===== src/assert_macros.svh =====
// ----------------------------------------------------------------------------
// assert_macros.svh
// assertion helpers for the allocator rtl, clocked on clk, reset on rst_n
// ----------------------------------------------------------------------------
`ifndef ASSERT_MACROS_SVH
`define ASSERT_MACROS_SVH

`ifndef NO_ASSERTIONS

// plain property check, off while in reset
`define PBA_ASSERT(label, prop) \
    label: assert property (@(posedge clk) disable iff (!rst_n) (prop)) \
        else $error("%m: check failed");

// antecedent implies consequent in the next cycle
`define PBA_ASSERT_NEXT(label, ante, cons) \
    label: assert property (@(posedge clk) disable iff (!rst_n) (ante) |=> (cons)) \
        else $error("%m: check failed");

`else

`define PBA_ASSERT(label, prop)
`define PBA_ASSERT_NEXT(label, ante, cons)

`endif

`endif


===== src/pba_pkg.sv =====
`timescale 1ns / 1ps
// ----------------------------------------------------------------------------
// pba_pkg
// constants, codes and types of the page bitmap allocator
// ----------------------------------------------------------------------------
package pba_pkg;

    localparam int PAGE_COUNT = 1024;
    localparam int PAGE_BYTES = 4096;
    localparam int WORD_BITS  = 32;
    localparam int WORDS      = (PAGE_COUNT + WORD_BITS - 1) / WORD_BITS;

    localparam int ADDR_W     = 32;
    localparam int OPCODE_W   = 3;
    localparam int COUNT_W    = 11;
    localparam int STATUS_W   = 2;

    localparam int PAGE_SHIFT = $clog2(PAGE_BYTES);
    localparam int PAGE_NUM_W = ADDR_W - PAGE_SHIFT;
    localparam int WORD_IDX_W = $clog2(WORDS);
    localparam int BIT_W      = $clog2(WORD_BITS);
    localparam int TAKE_W     = BIT_W + 1;

    localparam logic [ADDR_W-1:0] EXHAUSTED_ADDR = 32'hDEAD_C0DE;

    localparam logic [STATUS_W-1:0] STATUS_OK    = 2'd0;
    localparam logic [STATUS_W-1:0] STATUS_EMPTY = 2'd1;
    localparam logic [STATUS_W-1:0] STATUS_RANGE = 2'd2;

    typedef enum logic [OPCODE_W-1:0] {
        OP_ALLOC         = 3'd0,
        OP_FREE_PAGE     = 3'd1,
        OP_RESERVE_PAGE  = 3'd2,
        OP_FREE_RANGE    = 3'd3,
        OP_RESERVE_RANGE = 3'd4
    } opcode_t;

    typedef enum logic [2:0] {
        ST_IDLE,
        ST_SCAN,
        ST_RANGE,
        ST_WRITE,
        ST_FINISH
    } state_t;

    typedef struct packed {
        logic                  rd_en;
        logic [WORD_IDX_W-1:0] rd_addr;
        logic                  wr_en;
        logic [WORD_IDX_W-1:0] wr_addr;
        logic [WORD_BITS-1:0]  wr_data;
    } ram_cmd_t;

    // index of the lowest set bit, zero for an empty word
    function automatic logic [BIT_W-1:0] lowest_set_bit(input logic [WORD_BITS-1:0] word);
        logic [BIT_W-1:0] idx;
        idx = '0;
        for (int i = WORD_BITS - 1; i >= 0; i--)
        begin
            if (word[i])
            begin
                idx = BIT_W'(i);
            end
        end
        return idx;
    endfunction

endpackage


===== src/pba_channels.sv =====
`timescale 1ns / 1ps
// ----------------------------------------------------------------------------
// pba_channels
// valid/ready channels for allocator requests and responses
// ----------------------------------------------------------------------------
interface pba_req_if;
    logic                          valid;
    logic                          ready;
    logic [pba_pkg::OPCODE_W-1:0]  opcode;
    logic [pba_pkg::ADDR_W-1:0]    byte_address;
    logic [pba_pkg::COUNT_W-1:0]   page_count;

    modport source (output valid, output opcode, output byte_address, output page_count,
                    input ready);
    modport sink   (input valid, input opcode, input byte_address, input page_count,
                    output ready);
endinterface

interface pba_rsp_if;
    logic                          valid;
    logic                          ready;
    logic [pba_pkg::ADDR_W-1:0]    page_address;
    logic [pba_pkg::STATUS_W-1:0]  status;

    modport source (output valid, output page_address, output status, input ready);
    modport sink   (input valid, input page_address, input status, output ready);
endinterface


===== src/pba_bitmap_ram.sv =====
`timescale 1ns / 1ps
// ----------------------------------------------------------------------------
// pba_bitmap_ram
// free bitmap store, one read and one write port, registered read data
// ----------------------------------------------------------------------------
module pba_bitmap_ram (
    input  logic                            clk,
    input  logic                            rst_n,
    input  pba_pkg::ram_cmd_t               cmd,
    output logic [pba_pkg::WORD_BITS-1:0]   rd_data
);

    logic [pba_pkg::WORD_BITS-1:0] bitmap_mem [pba_pkg::WORDS];
    logic [pba_pkg::WORD_BITS-1:0] rd_word_reg;
    logic [pba_pkg::WORDS-1:0]     valid_reg;
    logic                          rd_valid_reg;

    always_ff @(posedge clk)
    begin
        if (cmd.wr_en)
        begin
            bitmap_mem[cmd.wr_addr] <= cmd.wr_data;
        end
        if (cmd.rd_en)
        begin
            rd_word_reg <= bitmap_mem[cmd.rd_addr];
        end
    end

    // never-written words read as zero (reserved)
    always_ff @(posedge clk or negedge rst_n)
    begin
        if (!rst_n)
        begin
            valid_reg    <= '0;
            rd_valid_reg <= 1'b0;
        end
        else
        begin
            if (cmd.wr_en)
            begin
                valid_reg[cmd.wr_addr] <= 1'b1;
            end
            if (cmd.rd_en)
            begin
                rd_valid_reg <= valid_reg[cmd.rd_addr];
            end
        end
    end

    assign rd_data = rd_valid_reg ? rd_word_reg : '0;

endmodule


===== src/page_bitmap_allocator_core.sv =====
`timescale 1ns / 1ps
// ----------------------------------------------------------------------------
// page_bitmap_allocator_core
// first-fit page frame allocator over a free-page bitmap
// ----------------------------------------------------------------------------
// One request at a time. A 32-word bitmap memory (registered read data)
// holds one bit per page, 1 = free; after reset every page is reserved.
// Alloc reads one word per cycle from word 0 upward, up to all 32 words,
// and clears the lowest set bit of the first nonzero word. Free/reserve of
// one page and of a range walk the pages a word at a time, with a read step
// (ST_RANGE) and a write step (ST_WRITE) per touched word; a stretch of
// pages that lies beyond the map is skipped without a memory access. The
// result sits in an output register, so the core goes back to idle while a
// finished response waits to be taken.
// ----------------------------------------------------------------------------
`include "assert_macros.svh"

module page_bitmap_allocator_core (
    input  logic        clk,
    input  logic        rst_n,
    pba_req_if.sink     req,
    pba_rsp_if.source   rsp
);

    // state and working registers
    pba_pkg::state_t                        state_reg, state_next;
    logic [pba_pkg::PAGE_NUM_W-1:0]         cur_reg, cur_next;
    logic [pba_pkg::COUNT_W-1:0]            rem_reg, rem_next;
    logic                                   free_reg, free_next;
    logic [pba_pkg::WORD_IDX_W-1:0]         idx_reg, idx_next;
    logic [pba_pkg::WORD_BITS-1:0]          mask_reg, mask_next;
    logic [pba_pkg::TAKE_W-1:0]             take_reg, take_next;
    logic [pba_pkg::ADDR_W-1:0]             res_addr_reg, res_addr_next;
    logic [pba_pkg::STATUS_W-1:0]           res_status_reg, res_status_next;

    // response register
    logic                                   rsp_valid_reg, rsp_valid_next;
    logic [pba_pkg::ADDR_W-1:0]             rsp_addr_reg, rsp_addr_next;
    logic [pba_pkg::STATUS_W-1:0]           rsp_status_reg, rsp_status_next;

    pba_pkg::ram_cmd_t                      cmd;
    logic [pba_pkg::WORD_BITS-1:0]          word_rd;
    logic [pba_pkg::BIT_W-1:0]              bit_lo;
    logic                                   req_ready;

    // range walk helpers
    logic                                   in_map;
    logic [pba_pkg::PAGE_NUM_W:0]           span;
    logic [pba_pkg::COUNT_W-1:0]            skip_n;
    logic [pba_pkg::TAKE_W-1:0]             avail;
    logic [pba_pkg::TAKE_W-1:0]             take;
    logic [pba_pkg::WORD_BITS-1:0]          mask;

    pba_bitmap_ram u_ram (
        .clk     (clk),
        .rst_n   (rst_n),
        .cmd     (cmd),
        .rd_data (word_rd)
    );

    assign bit_lo = pba_pkg::lowest_set_bit(word_rd);

    // page number beyond the map: skip up to the 2^20 wrap in one step
    assign in_map = cur_reg < pba_pkg::PAGE_NUM_W'(pba_pkg::PAGE_COUNT);
    assign span   = {1'b1, {pba_pkg::PAGE_NUM_W{1'b0}}} - {1'b0, cur_reg};
    assign skip_n = (span > (pba_pkg::PAGE_NUM_W + 1)'(rem_reg)) ? rem_reg
                  : pba_pkg::COUNT_W'(span);

    // pages left in the current word, capped by what remains of the range
    assign avail = pba_pkg::TAKE_W'(pba_pkg::WORD_BITS)
                 - pba_pkg::TAKE_W'(cur_reg[pba_pkg::BIT_W-1:0]);
    assign take  = (pba_pkg::COUNT_W'(avail) > rem_reg) ? pba_pkg::TAKE_W'(rem_reg) : avail;
    assign mask  = (~({pba_pkg::WORD_BITS{1'b1}} << take)) << cur_reg[pba_pkg::BIT_W-1:0];

    assign req.ready        = req_ready;
    assign rsp.valid        = rsp_valid_reg;
    assign rsp.page_address = rsp_addr_reg;
    assign rsp.status       = rsp_status_reg;

    always_ff @(posedge clk or negedge rst_n)
    begin
        if (!rst_n)
        begin
            state_reg     <= pba_pkg::ST_IDLE;
            rsp_valid_reg <= 1'b0;
        end
        else
        begin
            state_reg     <= state_next;
            rsp_valid_reg <= rsp_valid_next;
        end
    end

    always_ff @(posedge clk)
    begin
        cur_reg        <= cur_next;
        rem_reg        <= rem_next;
        free_reg       <= free_next;
        idx_reg        <= idx_next;
        mask_reg       <= mask_next;
        take_reg       <= take_next;
        res_addr_reg   <= res_addr_next;
        res_status_reg <= res_status_next;
        rsp_addr_reg   <= rsp_addr_next;
        rsp_status_reg <= rsp_status_next;
    end

    always_comb
    begin
        state_next      = state_reg;
        cur_next        = cur_reg;
        rem_next        = rem_reg;
        free_next       = free_reg;
        idx_next        = idx_reg;
        mask_next       = mask_reg;
        take_next       = take_reg;
        res_addr_next   = res_addr_reg;
        res_status_next = res_status_reg;
        rsp_valid_next  = rsp_valid_reg && !rsp.ready;
        rsp_addr_next   = rsp_addr_reg;
        rsp_status_next = rsp_status_reg;
        cmd             = '0;
        req_ready       = 1'b0;

        unique case (state_reg)
            pba_pkg::ST_IDLE:
            begin
                req_ready = 1'b1;
                if (req.valid)
                begin
                    res_addr_next   = '0;
                    res_status_next = pba_pkg::STATUS_OK;
                    cur_next        = req.byte_address[pba_pkg::ADDR_W-1:pba_pkg::PAGE_SHIFT];
                    free_next       = (req.opcode == pba_pkg::OP_FREE_PAGE)
                                   || (req.opcode == pba_pkg::OP_FREE_RANGE);
                    unique case (req.opcode) inside
                        pba_pkg::OP_ALLOC:
                        begin
                            cmd.rd_en   = 1'b1;
                            cmd.rd_addr = '0;
                            idx_next    = '0;
                            state_next  = pba_pkg::ST_SCAN;
                        end
                        pba_pkg::OP_FREE_PAGE, pba_pkg::OP_RESERVE_PAGE:
                        begin
                            rem_next   = pba_pkg::COUNT_W'(1);
                            state_next = pba_pkg::ST_RANGE;
                        end
                        pba_pkg::OP_FREE_RANGE, pba_pkg::OP_RESERVE_RANGE:
                        begin
                            rem_next   = req.page_count;
                            state_next = pba_pkg::ST_RANGE;
                        end
                        default:
                        begin
                            // undefined opcodes answer zero / ok
                            state_next = pba_pkg::ST_FINISH;
                        end
                    endcase
                end
            end

            pba_pkg::ST_SCAN:
            begin
                if (word_rd != '0)
                begin
                    cmd.wr_en     = 1'b1;
                    cmd.wr_addr   = idx_reg;
                    cmd.wr_data   = word_rd & ~(pba_pkg::WORD_BITS'(1) << bit_lo);
                    res_addr_next = pba_pkg::ADDR_W'({idx_reg, bit_lo}) << pba_pkg::PAGE_SHIFT;
                    state_next    = pba_pkg::ST_FINISH;
                end
                else if (idx_reg == pba_pkg::WORD_IDX_W'(pba_pkg::WORDS - 1))
                begin
                    res_addr_next   = pba_pkg::EXHAUSTED_ADDR;
                    res_status_next = pba_pkg::STATUS_EMPTY;
                    state_next      = pba_pkg::ST_FINISH;
                end
                else
                begin
                    cmd.rd_en   = 1'b1;
                    cmd.rd_addr = idx_reg + 1'b1;
                    idx_next    = idx_reg + 1'b1;
                end
            end

            pba_pkg::ST_RANGE:
            begin
                if (rem_reg == '0)
                begin
                    state_next = pba_pkg::ST_FINISH;
                end
                else if (!in_map)
                begin
                    res_status_next = pba_pkg::STATUS_RANGE;
                    cur_next        = cur_reg + pba_pkg::PAGE_NUM_W'(skip_n);
                    rem_next        = rem_reg - skip_n;
                end
                else
                begin
                    cmd.rd_en   = 1'b1;
                    cmd.rd_addr = cur_reg[pba_pkg::BIT_W +: pba_pkg::WORD_IDX_W];
                    mask_next   = mask;
                    take_next   = take;
                    state_next  = pba_pkg::ST_WRITE;
                end
            end

            pba_pkg::ST_WRITE:
            begin
                cmd.wr_en   = 1'b1;
                cmd.wr_addr = cur_reg[pba_pkg::BIT_W +: pba_pkg::WORD_IDX_W];
                cmd.wr_data = free_reg ? (word_rd | mask_reg) : (word_rd & ~mask_reg);
                cur_next    = cur_reg + pba_pkg::PAGE_NUM_W'(take_reg);
                rem_next    = rem_reg - pba_pkg::COUNT_W'(take_reg);
                state_next  = pba_pkg::ST_RANGE;
            end

            pba_pkg::ST_FINISH:
            begin
                // hand off once the response register is free
                if (!rsp_valid_reg || rsp.ready)
                begin
                    rsp_valid_next  = 1'b1;
                    rsp_addr_next   = res_addr_reg;
                    rsp_status_next = res_status_reg;
                    state_next      = pba_pkg::ST_IDLE;
                end
            end

            default:
            begin
                state_next = pba_pkg::ST_IDLE;
            end
        endcase
    end

    // the bitmap memory never sees a read and a write in one cycle
    `PBA_ASSERT(a_no_rd_wr_overlap, !(cmd.rd_en && cmd.wr_en))
    // an accepted alloc request starts the word scan
    `PBA_ASSERT_NEXT(a_alloc_scans, req.valid && req.ready && req.opcode == pba_pkg::OP_ALLOC,
                     state_reg == pba_pkg::ST_SCAN)
    // every word update shrinks the remaining page count
    `PBA_ASSERT_NEXT(a_range_progress, state_reg == pba_pkg::ST_WRITE,
                     rem_reg < $past(rem_reg))
    // a new response is only raised out of the finish step
    `PBA_ASSERT(a_rsp_from_finish, !rsp_valid_next || rsp_valid_reg
                                   || state_reg == pba_pkg::ST_FINISH)

endmodule


===== src/flat_wrapper.sv =====
// flat-port wrapper written by rule: the top's interface ports become plain ports
module page_bitmap_allocator_core_flat 
  (clk, rst_n, req_valid, req_opcode, req_byte_address, req_page_count, req_ready, rsp_valid, rsp_page_address, rsp_status, rsp_ready);
  pba_req_if req_i ();
  pba_rsp_if rsp_i ();
  input  logic clk;
  input  logic rst_n;
  input wire logic [$bits(req_i.valid)-1:0] req_valid;
  input wire logic [$bits(req_i.opcode)-1:0] req_opcode;
  input wire logic [$bits(req_i.byte_address)-1:0] req_byte_address;
  input wire logic [$bits(req_i.page_count)-1:0] req_page_count;
  output wire logic [$bits(req_i.ready)-1:0] req_ready;
  output wire logic [$bits(rsp_i.valid)-1:0] rsp_valid;
  output wire logic [$bits(rsp_i.page_address)-1:0] rsp_page_address;
  output wire logic [$bits(rsp_i.status)-1:0] rsp_status;
  input wire logic [$bits(rsp_i.ready)-1:0] rsp_ready;
  assign req_i.valid = req_valid;
  assign req_i.opcode = req_opcode;
  assign req_i.byte_address = req_byte_address;
  assign req_i.page_count = req_page_count;
  assign req_ready = req_i.ready;
  assign rsp_valid = rsp_i.valid;
  assign rsp_page_address = rsp_i.page_address;
  assign rsp_status = rsp_i.status;
  assign rsp_i.ready = rsp_ready;
  page_bitmap_allocator_core u_core (.clk(clk), .rst_n(rst_n), .req(req_i), .rsp(rsp_i));
endmodule

===== config.mk =====
export PLATFORM = sky130hd
export DESIGN_NAME = page_bitmap_allocator_core_flat
export DESIGN_NICKNAME = d
export VERILOG_FILES = /design/src/pba_pkg.sv /design/src/pba_channels.sv /design/src/pba_bitmap_ram.sv /design/src/page_bitmap_allocator_core.sv /design/src/flat_wrapper.sv
export VERILOG_INCLUDE_DIRS = /design/src /design/src/src
export SDC_FILE = /design/constraint.sdc
export NUM_CORES = 2
export LEC_CHECK = 0
export BUFFER_PORTS_ARGS = -buffer_cell sky130_fd_sc_hd__buf_2
export CELL_PAD_IN_SITES_DETAIL_PLACEMENT = 1
export CELL_PAD_IN_SITES_GLOBAL_PLACEMENT = 2
export CORE_UTILIZATION = 49
export DETAILED_ROUTE_END_ITERATION = 7
export HOLD_SLACK_MARGIN = 0.08
export PLACE_DENSITY_LB_ADDON = 0.1
export SETUP_SLACK_MARGIN = 0.3
export SYNTH_ARGS = -nofsm -noshare
export SYNTH_HDL_FRONTEND = slang
export SYNTH_HIERARCHICAL = 1
export SYNTH_SLANG_ARGS = --single-unit

===== constraint.sdc =====
create_clock -name clk -period 9.01 [get_ports clk]
set_clock_uncertainty 0.2 [all_clocks]
set_input_delay 1.3515 -clock clk [delete_from_list [all_inputs] [get_ports clk]]
set_output_delay 1.3515 -clock clk [all_outputs]
set_load 0.005 [all_outputs]

==> After elaboration in Yosys (flattened, before gate mapping) <==
Memories as Yosys holds them, arrays and structs flattened. A register that Yosys moved wholly into a read port is not among the register bits.
Index checks and enable logic that the tools add are counted.
{ "op_classes": {"reduce_logical": 25, "n_eq_ne": 20, "n_bitwise": 8, "shifts": 3, "n_mux": 86, "add_sub_neg": 7, "n_lt_le_gt_ge": 6} }
{ "ops": {"columns": ["cell", "count"], "rows": [
  ["5-bit two-way mux", 36],
  ["32-bit two-way mux", 5],
  ["32-bit inverter", 3],
  ["38-bit case mux with 2 select lines", 1],
  ["32-bit bitwise AND", 2],
  ["32-bit bitwise OR", 2],
  ["32-bit case mux with 2 select lines", 1],
  ["20-bit two-way mux", 3],
  ["20-bit case mux with 3 select lines", 1],
  ["11-bit two-way mux", 4],
  ["6-bit two-way mux", 7],
  ["38-bit two-way mux", 1],
  ["11-bit case mux with 3 select lines", 1],
  ["32-bit nonzero test", 1],
  ["1-bit by 5-bit left shift with 32-bit output, first input constant", 1],
  ["32-bit by 5-bit left shift with 32-bit output", 1],
  ["32-bit by 6-bit left shift with 32-bit output, first input constant", 1],
  ["11-bit case mux with 2 select lines", 1],
  ["21-bit by 11-bit > comparator with 1-bit output", 1],
  ["21-bit by 20-bit subtractor with 21-bit output, first input constant", 1],
  ["20-bit by 11-bit adder with 20-bit output", 1],
  ["20-bit by 6-bit adder with 20-bit output", 1],
  ["20-bit by 11-bit < comparator with 1-bit output, second input constant", 1],
  ["3-bit two-way mux", 6],
  ["other kinds (39)", 72]
]} }
{ "word_totals": {"ram_bits": 1024, "output_inout_bits": 36, "word_cells": 170, "ff_bits": 180, "mem_count": 1} }
{ "memory_table": {"columns": ["memory", "depth", "width", "read_ports", "rd_ports_with_merged_regs", "wr", "line_no", "source"], "rows": [
  ["u_core.u_ram.bitmap_mem", 32, 32, 1, 1, 1, "pba_bitmap_ram.sv:13", "logic [pba_pkg::WORD_BITS-1:0] bitmap_mem [pba_pkg::WORDS];"]
]} }

==> Depth between registers and ports, before layout <==
{ "logic_depth": {"ltp_word": 43, "mapped_depth": 28} }

==> Hierarchy <==
The synthesis kept the hierarchy.
{ "modules_own_cells": {"columns": ["module", "area_each_um2", "cells_per_inst", "instances"], "rows": [
  ["pba_bitmap_ram", 41416.0, 1675, 1],
  ["page_bitmap_allocator_core", 9621.7, 1162, 1]
]} }

==> Worst setup path before layout <==
OpenSTA, ideal clock, no wires.
{ "synth_path": {"path_kind": "register to register", "start": "register u_core/cur_reg[1] (netlist bit)", "end": "register u_core/cur_reg[19] (netlist bit) (data pin)", "period_less_slack_ns": 6.532, "arrival_ns": 6.064, "path_slack_ns": 2.478, "stages_incl_launch_ff": 26, "path_buffers": 4, "required_ns": 8.542, "path_cell_list": "edfxtp_1 clkbuf_8 inv_1 clkbuf_1 clkbuf_1 ha_1 or4b_4 nor3_1 xnor2_1 ha_1 a2111oi_0 a31oi_1 nor2_4 buf_8 mux2i_1 a21oi_1 ha_1 a21o_1 a21oi_1 o21bai_1 a211oi_1 o31ai_1 o41ai_1 nor3_1 xnor2_1 o21ai_0"} }
{ "synth_between": {"elab_chain_len": 7, "word_cells_on_any_way": 8, "classes_between": "3 x add/sub; 1 x order compare; 4 x mux"} }
{ "synth_lines": {"columns": ["element", "line_no", "source"], "rows": [
  ["start, declared", "page_bitmap_allocator_core.sv:27", "logic [pba_pkg::PAGE_NUM_W-1:0] cur_reg, cur_next;"],
  ["start signal, assigned", "page_bitmap_allocator_core.sv:96", "cur_reg <= cur_next;"],
  ["21-bit by 20-bit subtractor with 21-bit output", "page_bitmap_allocator_core.sv:65", "assign span = {1'b1, {pba_pkg::PAGE_NUM_W{1'b0}}} - {1'b0, cur_reg};"],
  ["21-bit by 11-bit > comparator with 1-bit output", "page_bitmap_allocator_core.sv:66", "assign skip_n = (span > (pba_pkg::PAGE_NUM_W + 1)'(rem_reg)) ? rem_reg"],
  ["11-bit two-way mux", "page_bitmap_allocator_core.sv:66", null],
  ["20-bit by 11-bit adder with 20-bit output", "page_bitmap_allocator_core.sv:196", "cur_next = cur_reg + pba_pkg::PAGE_NUM_W'(skip_n);"],
  ["20-bit two-way mux", "page_bitmap_allocator_core.sv:193", "else if (!in_map)"],
  ["20-bit two-way mux", "page_bitmap_allocator_core.sv:189", "if (rem_reg == '0)"],
  ["20-bit case mux with 3 select lines *", "page_bitmap_allocator_core.sv:125", "unique case (state_reg)"],
  ["net u_core.cur_next, one bit", "page_bitmap_allocator_core.sv:27", null]
]} }
Mark *: on every way through the listed nets, which the timed path passes. The rest lies on a longest branch. The select of a mux whose other input is x is not followed.
A chain may end at the register's enable or synchronous reset.

==> Worst setup path after layout <==
{ "layout_path": {"start": "register u_core/cur_reg[1] (netlist bit)", "end": "register u_core/cur_reg[18] (netlist bit) (data pin)"} }
Same word-level chain as after synthesis.

==> impl_metrics.json <==
{
  "status": "completed",
  "critPathArrivalTime_ps": 7500,
  "rr_endpoint": "u_core/cur_reg[18]",
  "postCtsSetupBuffers": 0,
  "clockRootBuffer": "clkbuf_16",
  "avgSynthCellArea_um2": 18.0,
  "hold_buffers": 0,
  "drc": 0,
  "report.final.slew_viol_count": 0,
  "clk_latency_ps": 730,
  "crit_end": "u_core/cur_reg[18]",
  "required_ps": 9230,
  "ys_async_sr_fraction_pct": 3.10,
  "dr_wl_met3_um": 8530,
  "final_nets": 3019,
  "synthToLayoutAreaGrowth_pct": 11.7,
  "cts_made_buffers": 118,
  "yosysTopAreaCell": "edfxtp_1",
  "hpwl_um": 79200,
  "layout-drive-gt1-share_pct": 25.8,
  "netlist_instances": 2837,
  "cts-resized-gates": 0,
  "fin_setup_tns_ps": 0,
  "p_leak_nw": 19.5,
  "netlist.area_leader.share_pct": 68.1,
  "fmax_mhz": 137,
  "grt_usage_pct": 27.0,
  "gp_congestion": 0.898,
  "yosysMostFrequentCell": "edfxtp_1",
  "finalCritPeriodShare_pct": 80.8,
  "period_needed_ps": 7280,
  "grt_pass1_vias": 29100,
  "power_density_nw_per_um2": 189,
  "ys_ff_latch": 1194,
  "viasPerCell": 6.42,
  "ys_warn_count": 6,
  "num_rows": 118,
  "start_util_pct": 49.4,
  "synth_edf_count": 1157,
  "grt_overflow_total": 0,
  "drt-total-wl_um": 142000,
  "largest_register_ffs": 1024,
  "clk_pin_slew_ps": 60,
  "cp_max_fo": 21,
  "finalSetupViolCount": 0,
  "stdcell_area_um2": 57000,
  "hold_viol_final": 0,
  "synth_area_leaders": "edfxtp_1 68%, mux4_2 14%, dfrtp_1 1.8%, nor2_1 1.0%, o21ai_0 0.95%",
  "avgRoutedWirePerCell_um": 32.1,
  "antenna_left": 0,
  "h-tree-depth": 3,
  "antenna_found_initial": 2,
  "synthesis.area_um2": 51000,
  "startpoint": "u_core/cur_reg[1]",
  "reg2reg_depth": 23,
  "yosys-top-cells-count": "1157 x edfxtp_1, 321 x mux4_2, 141 x nor2_1",
  "irDropWorstVdd_mv": 0.168,
  "die_area_um2": 105000,
  "path_class": "flip-flop to flip-flop",
  "slew_headroom_pct": 14.2,
  "met2WireLength_um": 69200,
  "maxCapViolCount": 0,
  "seq_area_frac_synth_pct": 69.9,
  "antenna_cells": 0,
  "top_layer": "met4",
  "hold_path_class": "flip-flop to flip-flop",
  "regMostFlops": "u_core/u_ram/bitmap_mem",
  "die_h_um": 325,
  "yosys.cell_types.count": 83,
  "synthFlopType": "edfxtp_1",
  "cts_sinks": 1194,
  "die_w_um": 325,
  "via_count": 28300,
  "wl_met1_um": 60200,
  "reg2reg_from": "u_core/cur_reg[1]",
  "dr.pass1.iters": 5,
  "grt_pass1_wl_um": 205000,
  "io_pins": 86,
  "port-buffer-count": 64,
  "worstSetupStartpointType": "flip-flop",
  "cts_buffer_depth": 3,
  "drt-initial-drc-count": 2926,
  "grt_max_degree": 97,
  "cp-end-kind": "flip-flop",
  "rrSetupSlack_ps": 1730,
  "cts_tree": "yes",
  "rsz0062_at_grt": "no",
  "place_area_um2": 53300,
  "worst_slew_pin_slew_ps": 1290,
  "core_area_um2": 103000
}
## power breakdown
part | internal [mW] | switching (mW)
combinational | 0.00660 | 0.00921
clock | 2.69 | 2.08
sequential | 5.99 | 0.0000000000000000205
total | 8.69 | 2.09
## critical path, stage by stage (launching register included)
cell	delay [ps]
edfxtp_1	440
inv_1	80
buf_4	260
ha_1	360
or4b_4	550
nor3_1	400
xnor2_1	290
ha_1	350
a2111oi_0	360
a31oi_1	240
nor2_4	440
mux2i_1	140
o21ai_0	260
ha_1	240
fa_1	220
a21o_1	130
a21oi_1	90
o21bai_1	150
a21oi_1	180
o21a_1	230
o311ai_0	850
nand4_1	210
xor2_1	180
o21ai_0	100
## routing by layer
| layer | vias to the layer above | global-route usage [%] |
|---|---|---|
| li1 | 11700 | - |
| met1 | 15200 | 38.3 |
| met2 | 1088 | 44.3 |
| met3 | 242 | 3.57 |
| met4 | 0 | 7.51 |
| met5 | - | 0 |
## kinds of logic (layout without fill, tap and decap cells)
logic type / count (synthesis) / count (layout) / share of synthesized area, %
AOI/OAI and AO/OA: 395 / 395 / 5.17
xor gates and xnor gates: 35 / 35 / 0.601
adders and majority gates: 38 / 38 / 0.961
buffers and inverters: 234 / 419 / 2.15
DFF: 1194 / 1194 / 69.9
muxes: 403 / 403 / 15.9
other: 1 / 9 / 0.00735
and+or+nand+nor: 537 / 537 / 5.35
## final cells by class
class | count | area [µm²]
inverters | 59 | 221
clock buffers | 147 | 3090
well taps | 1380 | 1730
multi-input cells | 1417 | 14700
fillers | 9197 | 46300
clock inverters | 72 | 636
repair buffers | 141 | 1010
flip-flops and latches | 1194 | 35700
## worst min-delay path by stage
stage                                  start                          end  slack, ps  cells after the start
floorplan            u_core/res_addr_reg[12]  u_core/rsp.page_address[12]        200                      0
global placement    u_core/res_status_reg[1]         u_core/rsp.status[1]        210                      0
detailed placement   u_core/res_addr_reg[20]  u_core/rsp.page_address[20]        210                      0
CTS                 u_core/res_status_reg[0]         u_core/rsp.status[0]        170                      0
global route        u_core/res_status_reg[0]         u_core/rsp.status[0]        170                      0
finish              u_core/res_status_reg[0]         u_core/rsp.status[0]        180                      0
## cell usage in the layout (no fill, tap or decap), types with 11 or more instances in the layout
cell type,synthesis,routed
edfxtp_1,1157,1157
mux4_2,321,321
nand2_1,120,120
clkbuf_16,0,119
nor2_1,141,108
o21ai_0,97,90
a21oi_1,82,79
buf_4,22,68
buf_2,24,64
inv_1,54,54
or2_2,46,46
and2_1,45,45
mux2i_1,44,44
mux2_2,38,38
dfrtp_1,37,37
ha_1,36,36
clkinv_1,3,34
nor2_4,1,33
nor3_1,30,30
clkbuf_1,103,27
nand3_1,27,27
clkinv_2,0,21
xnor2_1,21,21
and3_1,19,18
o211ai_1,17,17
o31ai_1,16,16
nor4_1,15,15
a21o_1,15,15
xor2_1,14,14
a22oi_1,16,14
a211oi_1,13,13
nor2b_1,12,12
nand4_1,12,12
or3_1,11,11
## stage by stage
step	utilization [%]	hold slack [ps]	instances	setup WS, ps	total power [mW]
floorplan	-	200	2845	2480	6.12
global placement	51.6	206	4191	1830	6.13
detailed placement	51.6	207	4191	1760	6.13
CTS	55.2	174	4410	1740	10.9
global route	55.2	167	4410	1180	11.0
finish	55.2	176	4410	1730	10.8
Note: power is estimated with default switching activity, not from simulation.
